### src/rtl/tsd_pkg.sv
// Shared types and constants for the touch sensor window debouncer.
package tsd_pkg;

    localparam int CFG_IDX_W  = 2;
    localparam int CFG_DATA_W = 8;
    localparam int CNT_W      = 8;

    localparam logic [CFG_IDX_W-1:0] REG_ENABLE       = 2'd0;
    localparam logic [CFG_IDX_W-1:0] REG_DEBOUNCE_THR = 2'd1;
    localparam logic [CFG_IDX_W-1:0] REG_FAULT_THR    = 2'd2;

    localparam logic [CNT_W-1:0] DEBOUNCE_THR_RST = 8'd2;
    localparam logic [CNT_W-1:0] FAULT_THR_RST    = 8'd5;
    localparam logic [CNT_W-1:0] CNT_MAX          = '1;

    localparam logic OP_POLL     = 1'b0;
    localparam logic OP_BASELINE = 1'b1;

    // millivolt window limits and converter full scale
    localparam int MV_FULL_SCALE = 5000;
    localparam int MV_PRESS_LO   = 850;
    localparam int MV_PRESS_HI   = 950;
    localparam int MV_RELEASE    = 4800;

    typedef enum logic [1:0] {
        CLS_INVALID  = 2'd0,
        CLS_PRESSED  = 2'd1,
        CLS_RELEASED = 2'd2
    } cls_t;

    typedef struct packed {
        logic             enable;
        logic [CNT_W-1:0] debounce_thr;
        logic [CNT_W-1:0] fault_thr;
    } cfg_t;

    typedef struct packed {
        logic baseline;
        cls_t cls;
    } item_t;

    typedef struct packed {
        cls_t raw_class;
        cls_t stable;
        logic changed;
        logic fault;
    } res_t;

endpackage

### src/rtl/tsd_in_if.sv
// Input channel: opcode and raw converter sample.
interface tsd_in_if #(
    parameter int ADC_BITS = 10
);
    logic                valid;
    logic                ready;
    logic                opcode;
    logic [ADC_BITS-1:0] adc_sample;

    modport source (output valid, output opcode, output adc_sample, input ready);
    modport sink   (input valid, input opcode, input adc_sample, output ready);
endinterface

### src/rtl/tsd_out_if.sv
// Output channel: classification, debounced state, event and fault.
interface tsd_out_if;
    logic       valid;
    logic       ready;
    logic [1:0] raw_class;
    logic [1:0] stable_out;
    logic       state_changed;
    logic       fault;

    modport source (output valid, output raw_class, output stable_out,
                    output state_changed, output fault, input ready);
    modport sink   (input valid, input raw_class, input stable_out,
                    input state_changed, input fault, output ready);
    modport mon    (input valid, input raw_class, input stable_out,
                    input state_changed, input fault, input ready);
endinterface

### src/rtl/tsd_classify.sv
// Window comparator: maps a raw sample to invalid, pressed or released.
module tsd_classify #(
    parameter int ADC_BITS = 10
) (
    input  logic [ADC_BITS-1:0] sample,
    output tsd_pkg::cls_t       cls
);
    import tsd_pkg::*;

    // mv = floor(s*5000/full); mv limits turned into sample codes at elaboration
    localparam int FULL     = (1 << ADC_BITS) - 1;
    localparam int LO_CODE  = ((MV_PRESS_LO + 1) * FULL + MV_FULL_SCALE - 1) / MV_FULL_SCALE;
    localparam int HI_CODE  = (MV_PRESS_HI * FULL + MV_FULL_SCALE - 1) / MV_FULL_SCALE;
    localparam int REL_CODE = ((MV_RELEASE + 1) * FULL + MV_FULL_SCALE - 1) / MV_FULL_SCALE;

    localparam logic [ADC_BITS-1:0] LO_SAMPLE  = ADC_BITS'(LO_CODE);
    localparam logic [ADC_BITS-1:0] HI_SAMPLE  = ADC_BITS'(HI_CODE);
    localparam logic [ADC_BITS-1:0] REL_SAMPLE = ADC_BITS'(REL_CODE);

    always_comb
    begin
        priority if (sample >= REL_SAMPLE)
        begin
            cls = CLS_RELEASED;
        end
        else if (sample >= LO_SAMPLE && sample < HI_SAMPLE)
        begin
            cls = CLS_PRESSED;
        end
        else
        begin
            cls = CLS_INVALID;
        end
    end
endmodule

### src/rtl/tsd_cfg.sv
// Configuration registers written through the plain write port.
module tsd_cfg (
    input  logic                           clk,
    input  logic                           rst_n,
    input  logic                           we,
    input  logic [tsd_pkg::CFG_IDX_W-1:0]  index,
    input  logic [tsd_pkg::CFG_DATA_W-1:0] data,
    output tsd_pkg::cfg_t                  cfg
);
    import tsd_pkg::*;

    cfg_t cfg_reg;

    always_ff @(posedge clk or negedge rst_n)
    begin
        if (!rst_n)
        begin
            cfg_reg.enable       <= 1'b0;
            cfg_reg.debounce_thr <= DEBOUNCE_THR_RST;
            cfg_reg.fault_thr    <= FAULT_THR_RST;
        end
        else if (we)
        begin
            unique case (index)
                REG_ENABLE:       cfg_reg.enable       <= data[0];
                REG_DEBOUNCE_THR: cfg_reg.debounce_thr <= data[CNT_W-1:0];
                REG_FAULT_THR:    cfg_reg.fault_thr    <= data[CNT_W-1:0];
                default:          ;
            endcase
        end
    end

    assign cfg = cfg_reg;
endmodule

### src/rtl/tsd_core.sv
// Fault tracker and counter debouncer state with per-transaction update.
module tsd_core (
    input  logic           clk,
    input  logic           rst_n,
    input  logic           load,
    input  tsd_pkg::item_t item,
    input  tsd_pkg::cfg_t  cfg,
    output tsd_pkg::res_t  res
);
    import tsd_pkg::*;

    cls_t             stable_reg, stable_next;
    cls_t             cand_reg, cand_next;
    logic [CNT_W-1:0] dcnt_reg, dcnt_next;
    logic [CNT_W-1:0] inv_reg, inv_next;
    logic             fault_reg, fault_next;
    logic             changed;
    logic [CNT_W-1:0] inv_sat;
    logic [CNT_W-1:0] dcnt_sat;

    assign inv_sat  = (inv_reg == CNT_MAX) ? inv_reg : inv_reg + 1'b1;
    assign dcnt_sat = (dcnt_reg == CNT_MAX) ? dcnt_reg : dcnt_reg + 1'b1;

    always_comb
    begin
        stable_next = stable_reg;
        cand_next   = cand_reg;
        dcnt_next   = dcnt_reg;
        inv_next    = inv_reg;
        fault_next  = fault_reg;
        changed     = 1'b0;

        if (item.baseline || cfg.enable)
        begin
            if (item.cls == CLS_INVALID)
            begin
                inv_next = inv_sat;
                if (inv_sat >= cfg.fault_thr)
                begin
                    fault_next = 1'b1;
                end
            end
            else
            begin
                inv_next   = '0;
                fault_next = 1'b0;
            end
        end

        if (item.baseline)
        begin
            stable_next = item.cls;
        end
        else if (cfg.enable)
        begin
            if (item.cls != stable_reg)
            begin
                if (item.cls == cand_reg)
                begin
                    dcnt_next = dcnt_sat;
                    if (dcnt_sat >= cfg.debounce_thr)
                    begin
                        stable_next = item.cls;
                        dcnt_next   = '0;
                        changed     = 1'b1;
                    end
                end
                else
                begin
                    cand_next = item.cls;
                    dcnt_next = CNT_W'(1);
                end
            end
            else
            begin
                dcnt_next = '0;
            end
        end
    end

    always_ff @(posedge clk or negedge rst_n)
    begin
        if (!rst_n)
        begin
            stable_reg <= CLS_INVALID;
            cand_reg   <= CLS_INVALID;
            dcnt_reg   <= '0;
            inv_reg    <= '0;
            fault_reg  <= 1'b0;
        end
        else if (load)
        begin
            stable_reg <= stable_next;
            cand_reg   <= cand_next;
            dcnt_reg   <= dcnt_next;
            inv_reg    <= inv_next;
            fault_reg  <= fault_next;
        end
    end

    assign res.raw_class = item.cls;
    assign res.stable    = stable_next;
    assign res.changed   = changed;
    assign res.fault     = fault_next;
endmodule

### src/rtl/touch_sensor_window_debouncer_top.sv
// Top level of the touch sensor window debouncer.
//
//   channel   dir   handshake        payload
//   in_ch     in    valid/ready      opcode, adc_sample
//   out_ch    out   valid/ready      raw_class, stable_out, state_changed, fault
//   cfg       in    cfg_we           cfg_index, cfg_data
//
// One transaction per cycle while out_ch is not stalled; input and result registered.
// Throughput is set by the state update in the core between the two registers.
// Reset clears valid flags, state and config registers to defaults; no clearing pass.
// A stalled output holds its result while one more transaction waits in the input register.
module touch_sensor_window_debouncer_top #(
    parameter int ADC_BITS = 10
) (
    input  logic                           clk,
    input  logic                           rst_n,
    tsd_in_if.sink                         in_ch,
    tsd_out_if.source                      out_ch,
    input  logic                           cfg_we,
    input  logic [tsd_pkg::CFG_IDX_W-1:0]  cfg_index,
    input  logic [tsd_pkg::CFG_DATA_W-1:0] cfg_data
);
    import tsd_pkg::*;

    cfg_t  cfg;
    cls_t  in_cls;
    item_t in_item;
    item_t s1_item_reg;
    logic  s1_valid_reg, s1_valid_next;
    res_t  res;
    res_t  res_reg;
    logic  out_valid_reg, out_valid_next;
    logic  in_fire;
    logic  adv;

    tsd_cfg u_cfg (
        .clk   (clk),
        .rst_n (rst_n),
        .we    (cfg_we),
        .index (cfg_index),
        .data  (cfg_data),
        .cfg   (cfg)
    );

    tsd_classify #(
        .ADC_BITS (ADC_BITS)
    ) u_classify (
        .sample (in_ch.adc_sample),
        .cls    (in_cls)
    );

    assign in_item.baseline = (in_ch.opcode == OP_BASELINE);
    assign in_item.cls      = in_cls;

    assign adv         = s1_valid_reg && (!out_valid_reg || out_ch.ready);
    assign in_ch.ready = !s1_valid_reg || adv;
    assign in_fire     = in_ch.valid && in_ch.ready;

    tsd_core u_core (
        .clk   (clk),
        .rst_n (rst_n),
        .load  (adv),
        .item  (s1_item_reg),
        .cfg   (cfg),
        .res   (res)
    );

    always_comb
    begin
        s1_valid_next = s1_valid_reg;
        if (in_fire)
        begin
            s1_valid_next = 1'b1;
        end
        else if (adv)
        begin
            s1_valid_next = 1'b0;
        end

        out_valid_next = out_valid_reg;
        if (adv)
        begin
            out_valid_next = 1'b1;
        end
        else if (out_ch.ready)
        begin
            out_valid_next = 1'b0;
        end
    end

    always_ff @(posedge clk or negedge rst_n)
    begin
        if (!rst_n)
        begin
            s1_valid_reg  <= 1'b0;
            out_valid_reg <= 1'b0;
        end
        else
        begin
            s1_valid_reg  <= s1_valid_next;
            out_valid_reg <= out_valid_next;
        end
    end

    always_ff @(posedge clk)
    begin
        if (in_fire)
        begin
            s1_item_reg <= in_item;
        end
        if (adv)
        begin
            res_reg <= res;
        end
    end

    assign out_ch.valid         = out_valid_reg;
    assign out_ch.raw_class     = res_reg.raw_class;
    assign out_ch.stable_out    = res_reg.stable;
    assign out_ch.state_changed = res_reg.changed;
    assign out_ch.fault         = res_reg.fault;
endmodule

### src/flat_wrapper.sv
// flat-port wrapper written by rule: the top's interface ports become plain ports
module touch_sensor_window_debouncer_top_flat import tsd_pkg::*;
#(
    parameter int ADC_BITS = 10
)
  (clk, rst_n, cfg_we, cfg_index, cfg_data, in_ch_valid, in_ch_opcode, in_ch_adc_sample, in_ch_ready, out_ch_valid, out_ch_raw_class, out_ch_stable_out, out_ch_state_changed, out_ch_fault, out_ch_ready);
  tsd_in_if #(.ADC_BITS(ADC_BITS)) in_ch_i ();
  tsd_out_if out_ch_i ();
  input  logic clk;
  input  logic rst_n;
  input  logic cfg_we;
  input  logic [tsd_pkg::CFG_IDX_W-1:0] cfg_index;
  input  logic [tsd_pkg::CFG_DATA_W-1:0] cfg_data;
  input wire logic [$bits(in_ch_i.valid)-1:0] in_ch_valid;
  input wire logic [$bits(in_ch_i.opcode)-1:0] in_ch_opcode;
  input wire logic [$bits(in_ch_i.adc_sample)-1:0] in_ch_adc_sample;
  output wire logic [$bits(in_ch_i.ready)-1:0] in_ch_ready;
  output wire logic [$bits(out_ch_i.valid)-1:0] out_ch_valid;
  output wire logic [$bits(out_ch_i.raw_class)-1:0] out_ch_raw_class;
  output wire logic [$bits(out_ch_i.stable_out)-1:0] out_ch_stable_out;
  output wire logic [$bits(out_ch_i.state_changed)-1:0] out_ch_state_changed;
  output wire logic [$bits(out_ch_i.fault)-1:0] out_ch_fault;
  input wire logic [$bits(out_ch_i.ready)-1:0] out_ch_ready;
  assign in_ch_i.valid = in_ch_valid;
  assign in_ch_i.opcode = in_ch_opcode;
  assign in_ch_i.adc_sample = in_ch_adc_sample;
  assign in_ch_ready = in_ch_i.ready;
  assign out_ch_valid = out_ch_i.valid;
  assign out_ch_raw_class = out_ch_i.raw_class;
  assign out_ch_stable_out = out_ch_i.stable_out;
  assign out_ch_state_changed = out_ch_i.state_changed;
  assign out_ch_fault = out_ch_i.fault;
  assign out_ch_i.ready = out_ch_ready;
  touch_sensor_window_debouncer_top #(.ADC_BITS(ADC_BITS)) u_core (.clk(clk), .rst_n(rst_n), .in_ch(in_ch_i), .out_ch(out_ch_i), .cfg_we(cfg_we), .cfg_index(cfg_index), .cfg_data(cfg_data));
endmodule
### config.mk
export PLATFORM = sky130hd
export DESIGN_NAME = touch_sensor_window_debouncer_top_flat
export DESIGN_NICKNAME = d
export VERILOG_FILES = /design/src/rtl/tsd_pkg.sv /design/src/rtl/tsd_in_if.sv /design/src/rtl/tsd_out_if.sv /design/src/rtl/tsd_classify.sv /design/src/rtl/tsd_cfg.sv /design/src/rtl/tsd_core.sv /design/src/rtl/touch_sensor_window_debouncer_top.sv /design/src/flat_wrapper.sv
export SDC_FILE = /design/constraint.sdc
export NUM_CORES = 1
export LEC_CHECK = 0
export ABC_CLOCK_PERIOD_IN_PS = 7500
export BUFFER_PORTS_ARGS = -buffer_cell sky130_fd_sc_hd__buf_2
export CORE_AREA = 2 2 103 105
export DETAILED_ROUTE_END_ITERATION = 8
export DIE_AREA = 0 0 105 107
export PLACE_DENSITY = 0.42
export SETUP_SLACK_MARGIN = 0.05
export SYNTH_ARGS = -nofsm -noshare
export SYNTH_HDL_FRONTEND = slang
export SYNTH_SLANG_ARGS = --single-unit
### constraint.sdc
create_clock -name clk -period 7.5 [get_ports clk]
set_input_delay 1.5 -clock clk [delete_from_list [all_inputs] [get_ports clk]]
set_output_delay 1.5 -clock clk [all_outputs]
set_load 0.005 [all_outputs]
== After elaboration in Yosys (flattened, before gate mapping) ==
Cells that the tools add are included.
Word-level totals
  word-level logic and storage cells: 72
  bits in registers: 49
  input port bits: 26
Operators by class
  bitwise operators: 4
  mux-type cells: 20
  $add $sub $neg: 2
  magnitude comparators: 5
  reduce and logical (&&, ||, !) cells: 19
  equality and inequality tests: 6
Operator list (count)
  8-bit two-way mux: 6
  8-bit by 1-bit adder with 8-bit output (second input constant): 2
  8-bit == test (second input constant): 2
  8-bit >= comparator: 2
  10-bit >= comparator (second input constant): 1
  10-bit by 8-bit >= comparator with 1-bit output (second input constant): 1
  10-bit by 8-bit < comparator with 1-bit output (second input constant): 1
  2-bit two-way mux: 5
  1-bit two-way mux: 9
  2-bit AND reduction: 4
  5-bit AND reduction: 1
  2-bit logical NOT: 2
  1-bit NOT: 4
  2-bit nonzero test: 2
  4-bit OR reduction: 1
  1-bit logical AND: 3
  1-bit logical OR: 3
  3-bit AND reduction: 1
  2-bit by 1-bit == test with 1-bit output (second input constant): 1
  2-bit == test: 1
  2-bit == test (second input constant): 1
  1-bit logical NOT: 2
  2-bit != test: 1

== Longest topological paths before layout ==
  depth after elaboration: 8
  mapped depth: 13
  mapped depth without buffers: 11

== Hierarchy ==
From an unflattened synthesis, not the netlist that was laid out.
Unflattened totals
  cells, all modules: 282
  area total of the unflattened synthesis: 2950.3 µm²
Modules (own cells, without submodules)
  tsd_core: cells each 216, sequential area each 525.5 µm², area each 1833.0 µm², times used 1
  tsd_cfg: cells each 37, sequential area each 429.2 µm², area each 668.1 µm², times used 1
  touch_sensor_window_debouncer_top: cells each 17, sequential area each 320.3 µm², area each 374.1 µm², times used 1
  tsd_classify: cells each 12, sequential area each 0.0 µm², area each 75.1 µm², times used 1

== Least setup slack after synthesis ==
No wires, ideal clock.
  path type: in2out
  start point: in out_ch_ready
  end point: out in_ch_ready
  buffers on the path: 0
  cell stages on the path: 1
  required time: 6.000 ns
  slack: 4.326 ns
  arrival time: 1.674 ns
  cells stage by stage: nand3b_1
Between the ends
  word-level cells in the longest chain between the ends: 3
RTL lines
  start: declaration: RTL line flat_wrapper.sv:23  | input wire logic [$bits(out_ch_i.ready)-1:0] out_ch_ready;
  1-bit logical OR: RTL line touch_sensor_window_debouncer_top.sv:55  | assign adv = s1_valid_reg && (!out_valid_reg || out_ch.ready);
  1-bit logical AND: RTL line touch_sensor_window_debouncer_top.sv:55
  1-bit logical OR: RTL line touch_sensor_window_debouncer_top.sv:56  | assign in_ch.ready = !s1_valid_reg || adv;
  end: declaration: RTL line flat_wrapper.sv:17  | output wire logic [$bits(in_ch_i.ready)-1:0] in_ch_ready;
No other way between the ends.

== Worst setup path after layout ==
Same ends and word-level chain as after synthesis.

==> impl_results.md <==
- Total global-route track usage: 11.7%
- Filler Cells Inserted: 1098
- Post-Synth XOR/XNOR Area: 4.05%
- HPWL after DPL: 4.63 mm
- Initial DRC Count: 74
- Max reg flops: 17
- Mean post-synth cell area: 10.3 µm²
- Crit-path max FO: 3
- GP Congestion: 0.775
- Finished Layout Cells: 456
- Clk_skew: 0.00615 ns
- Synth Area in Adders: 7.59%
- CP Launch Type: primary input
- Async set or reset register ratio after synthesis: 81.6%
- Internal power: 0.465 mW
- Total grt overflow: 0
- Clock latency at the later pin of the worst-skew pair: 0.30 ns
- Post-route ant nets: 0
- Final setup viols: 0
- Area growth, synth to finish: 12.0%
- Largest family of logic cells by synthesized area: compound AO/OA/AOI/OAI gates
- Switch Pwr: 0.227 mW
- DRC: 0
- I/O pins: 34
- Sequential share of the synthesized area: 43.0%
- Max-slew violations: 0
- Tcrit/Tclk final: 45.8%
- Routed vias: 2140
- Sw frac: 32.8%
- Synth unique cells: 54
- Critical-path top delay cell: nand3b_1
- # hold bufs at CTS: 0
- Largest delay share family, worst path: buffers and inverters
- EDFF count, synth: 9
- WP data required: 6.00 ns
- Mapped Cells: 289
- DP Cell Count: 448
- Combinational share of power: 26.6%
- RSZ-0062 raised after global routing: no
- Top_reg_cell synth: dfrtp_1
- Crit-path most repeated cell: buf_2
- Minimum clock period: 3.44 ns
- FF+latch count, synth: 49
- Worst path max stage delay: 0.18 ns
- Compound-cell area share of the yosys netlist: 17.1%
- H-tree Lvls: 2
- Element type at the critical path end: output pin
- Number of port buffers: 33
- Fraction of layout cells with a size suffix above 1: 21.9%
- Cell Chain, Critical Path: buf_2, nand3b_1, buf_2
- Initial Util: 29.4%
- Commonest non-fill, non-tap cell in the layout: dfrtp_1
- Die Height: 107 µm
- Clk network pwr share: 23.2%
- Vias per cell: 4.69
- Post-synthesis mux area share: 8.31%
- Post-route setup TNS: 0 ns
- Clock Pin Slew Worst Setup and Hold Paths: 0.10 ns
- Die Width: 105 µm
- Drt pass-1 iters: 5
- Clk buf depth: 2
- Vias in the first global route: 2088
- # diodes: 0
- Static leakage power: 1.46 nW
- Synth warnings: 0
- Post-layout util: 32.9%
- Fmax: 0.291 GHz
- Syn Nets: 333
- Core Box Area: 10100 µm²
- CTS tree: yes
- WL final: 6.24 mm
- Arr. time, crit path: 1.94 ns
- Fin nets: 363
- Die Area: 11200 µm²
- Post-CTS Setup Bufs: 0
- Resize count post-CTS: 0
- Hold Violations, Final: 0
- Worst slew margin: 36.6%
- Simple-Gate Fraction of Synth Area: 14.9%
- Flop pwr share: 50.2%
- Maxcap violations: 0
- Pin count of the biggest net entering global routing: 41
- CTS Buf Count: 5
- Initial antenna violation count: 0
- Worst Hold Class: reg2reg
- Crit Path Category: in2out
- First-pass GRT wire length: 10.5 mm
- Clock sinks: 49
- Buffer type at the clock tree root: clkbuf_8
- DR WL/cell: 13.7 µm
- FP Rows: 37
- Cell area after synthesis: 2970 µm²
- Tightest Pin Transition: 0.950 ns
- Commonest non-fill, non-tap cells in the layout: 37 x dfrtp_1, 33 x buf_2, 23 x nand2_1, 22 x inv_1, 19 x mux2_2
- CP Buf/Inv Count: 2
- P per Cell Area: 208 nW/µm²
- Status: complete, no violations
- Peak supply drop: 0.0000835 V
## cells by family after synthesis
logic type / Yosys count
and+or+nand+nor: 86
AOI/OAI and AO/OA: 70
DFF: 49
buffers and inverters: 32
muxes: 22
adders and majority gates: 18
xor gates and xnor gates: 12
## Yosys cell counts, types with 5 or more instances
library cell / count / area share (%)
a31oi_1: 8 / 1.7
nand2_1: 23 / 2.9
xnor2_1: 7 / 2.1
a21oi_1: 18 / 3.0
nand2b_1: 5 / 1.1
nor3_1: 6 / 1.0
inv_1: 22 / 2.8
o21ai_0: 7 / 1.2
and3_1: 5 / 1.1
nor2_1: 15 / 1.9
mux2_2: 19 / 7.2
nand3_1: 10 / 1.7
edfxtp_1: 9 / 9.1
dfrtp_1: 37 / 31
ha_1: 18 / 7.6
## worst paths after layout
check | from | end | slack (ns) | cells past startpoint
max in group asynchronous | rst_n | u_core.u_core.inv_reg[3]$_DFFE_PN0P_ | 5.57 | 1
setup reg to reg | u_core.u_core.dcnt_reg[0]$_DFFE_PN0P_ | u_core.out_ch.stable_out[1]$_DFFE_PP_ | 4.12 | 11
setup / recovery | out_ch_ready | in_ch_ready | 4.06 | 3
hold reg to reg | u_core.u_cfg.cfg[1]$_DFFE_PN0P_ | u_core.u_cfg.cfg[1]$_DFFE_PN0P_ | 0.52 | 1
hold / removal | u_core.u_cfg.cfg[1]$_DFFE_PN0P_ | u_core.u_cfg.cfg[1]$_DFFE_PN0P_ | 0.52 | 1
min in group asynchronous | rst_n | u_core.u_core.dcnt_reg[7]$_DFFE_PN0P_ | 1.34 | 1
## worst reg2reg max path, delay by kind of cell, from the launching register on
family / cells / cell delay, ns
and+or+nand+nor: 4 / 0.91
muxes: 1 / 0.32
AOI/OAI and AO/OA: 3 / 0.81
adders and majority gates: 2 / 0.55
DFF: 1 / 0.45
xor gates and xnor gates: 1 / 0.09
## per-stage QoR
| stage | hold slack [ns] | power, mW | cell area [µm²] | setup slack (ns) |
|---|---|---|---|---|
| 6_report | 0.516 | 0.692 | 3320 | 4.06 |
| 5_1_grt | 0.541 | 0.750 | 3320 | 3.80 |
| 4_1_cts | 0.518 | 0.708 | 3320 | 4.06 |
| 3_5_place_dp | 0.494 | 0.541 | 3230 | 4.07 |
| 3_3_place_gp | 0.492 | 0.538 | 3230 | 4.09 |
| 2_1_floorplan | 0.428 | 0.488 | 2970 | 4.33 |
## power by group through the flow
stage | logic (mW) | clock network, mW | registers (mW)
floorplan | 0.149 | 0 | 0.339
global placement | 0.186 | 0 | 0.352
detailed placement | 0.188 | 0 | 0.353
CTS | 0.188 | 0.171 | 0.348
global route | 0.215 | 0.182 | 0.353
finish | 0.184 | 0.161 | 0.348
## layer usage
layer	global-route usage [%]	wire, µm	vias up
met5	0	0	-
met4	2.86	54	0
met3	2.25	194	4
met2	18.8	2800	43
met1	16.2	3190	984
li1	-	-	1109
## area by class of cell
type                    instances  area, µm²  share of cell area [%]
clock buffers                   6       72.6                    2.18
flip-flops and latches         49       1270                    38.4
inverters                      22       82.6                    2.49
multi-input cells             208       1540                    46.4
clock inverters                 2       15.0                   0.452
well taps                     136        170                    5.12
repair buffers                 33        165                    4.97
(Power assumes the default switching activity.)
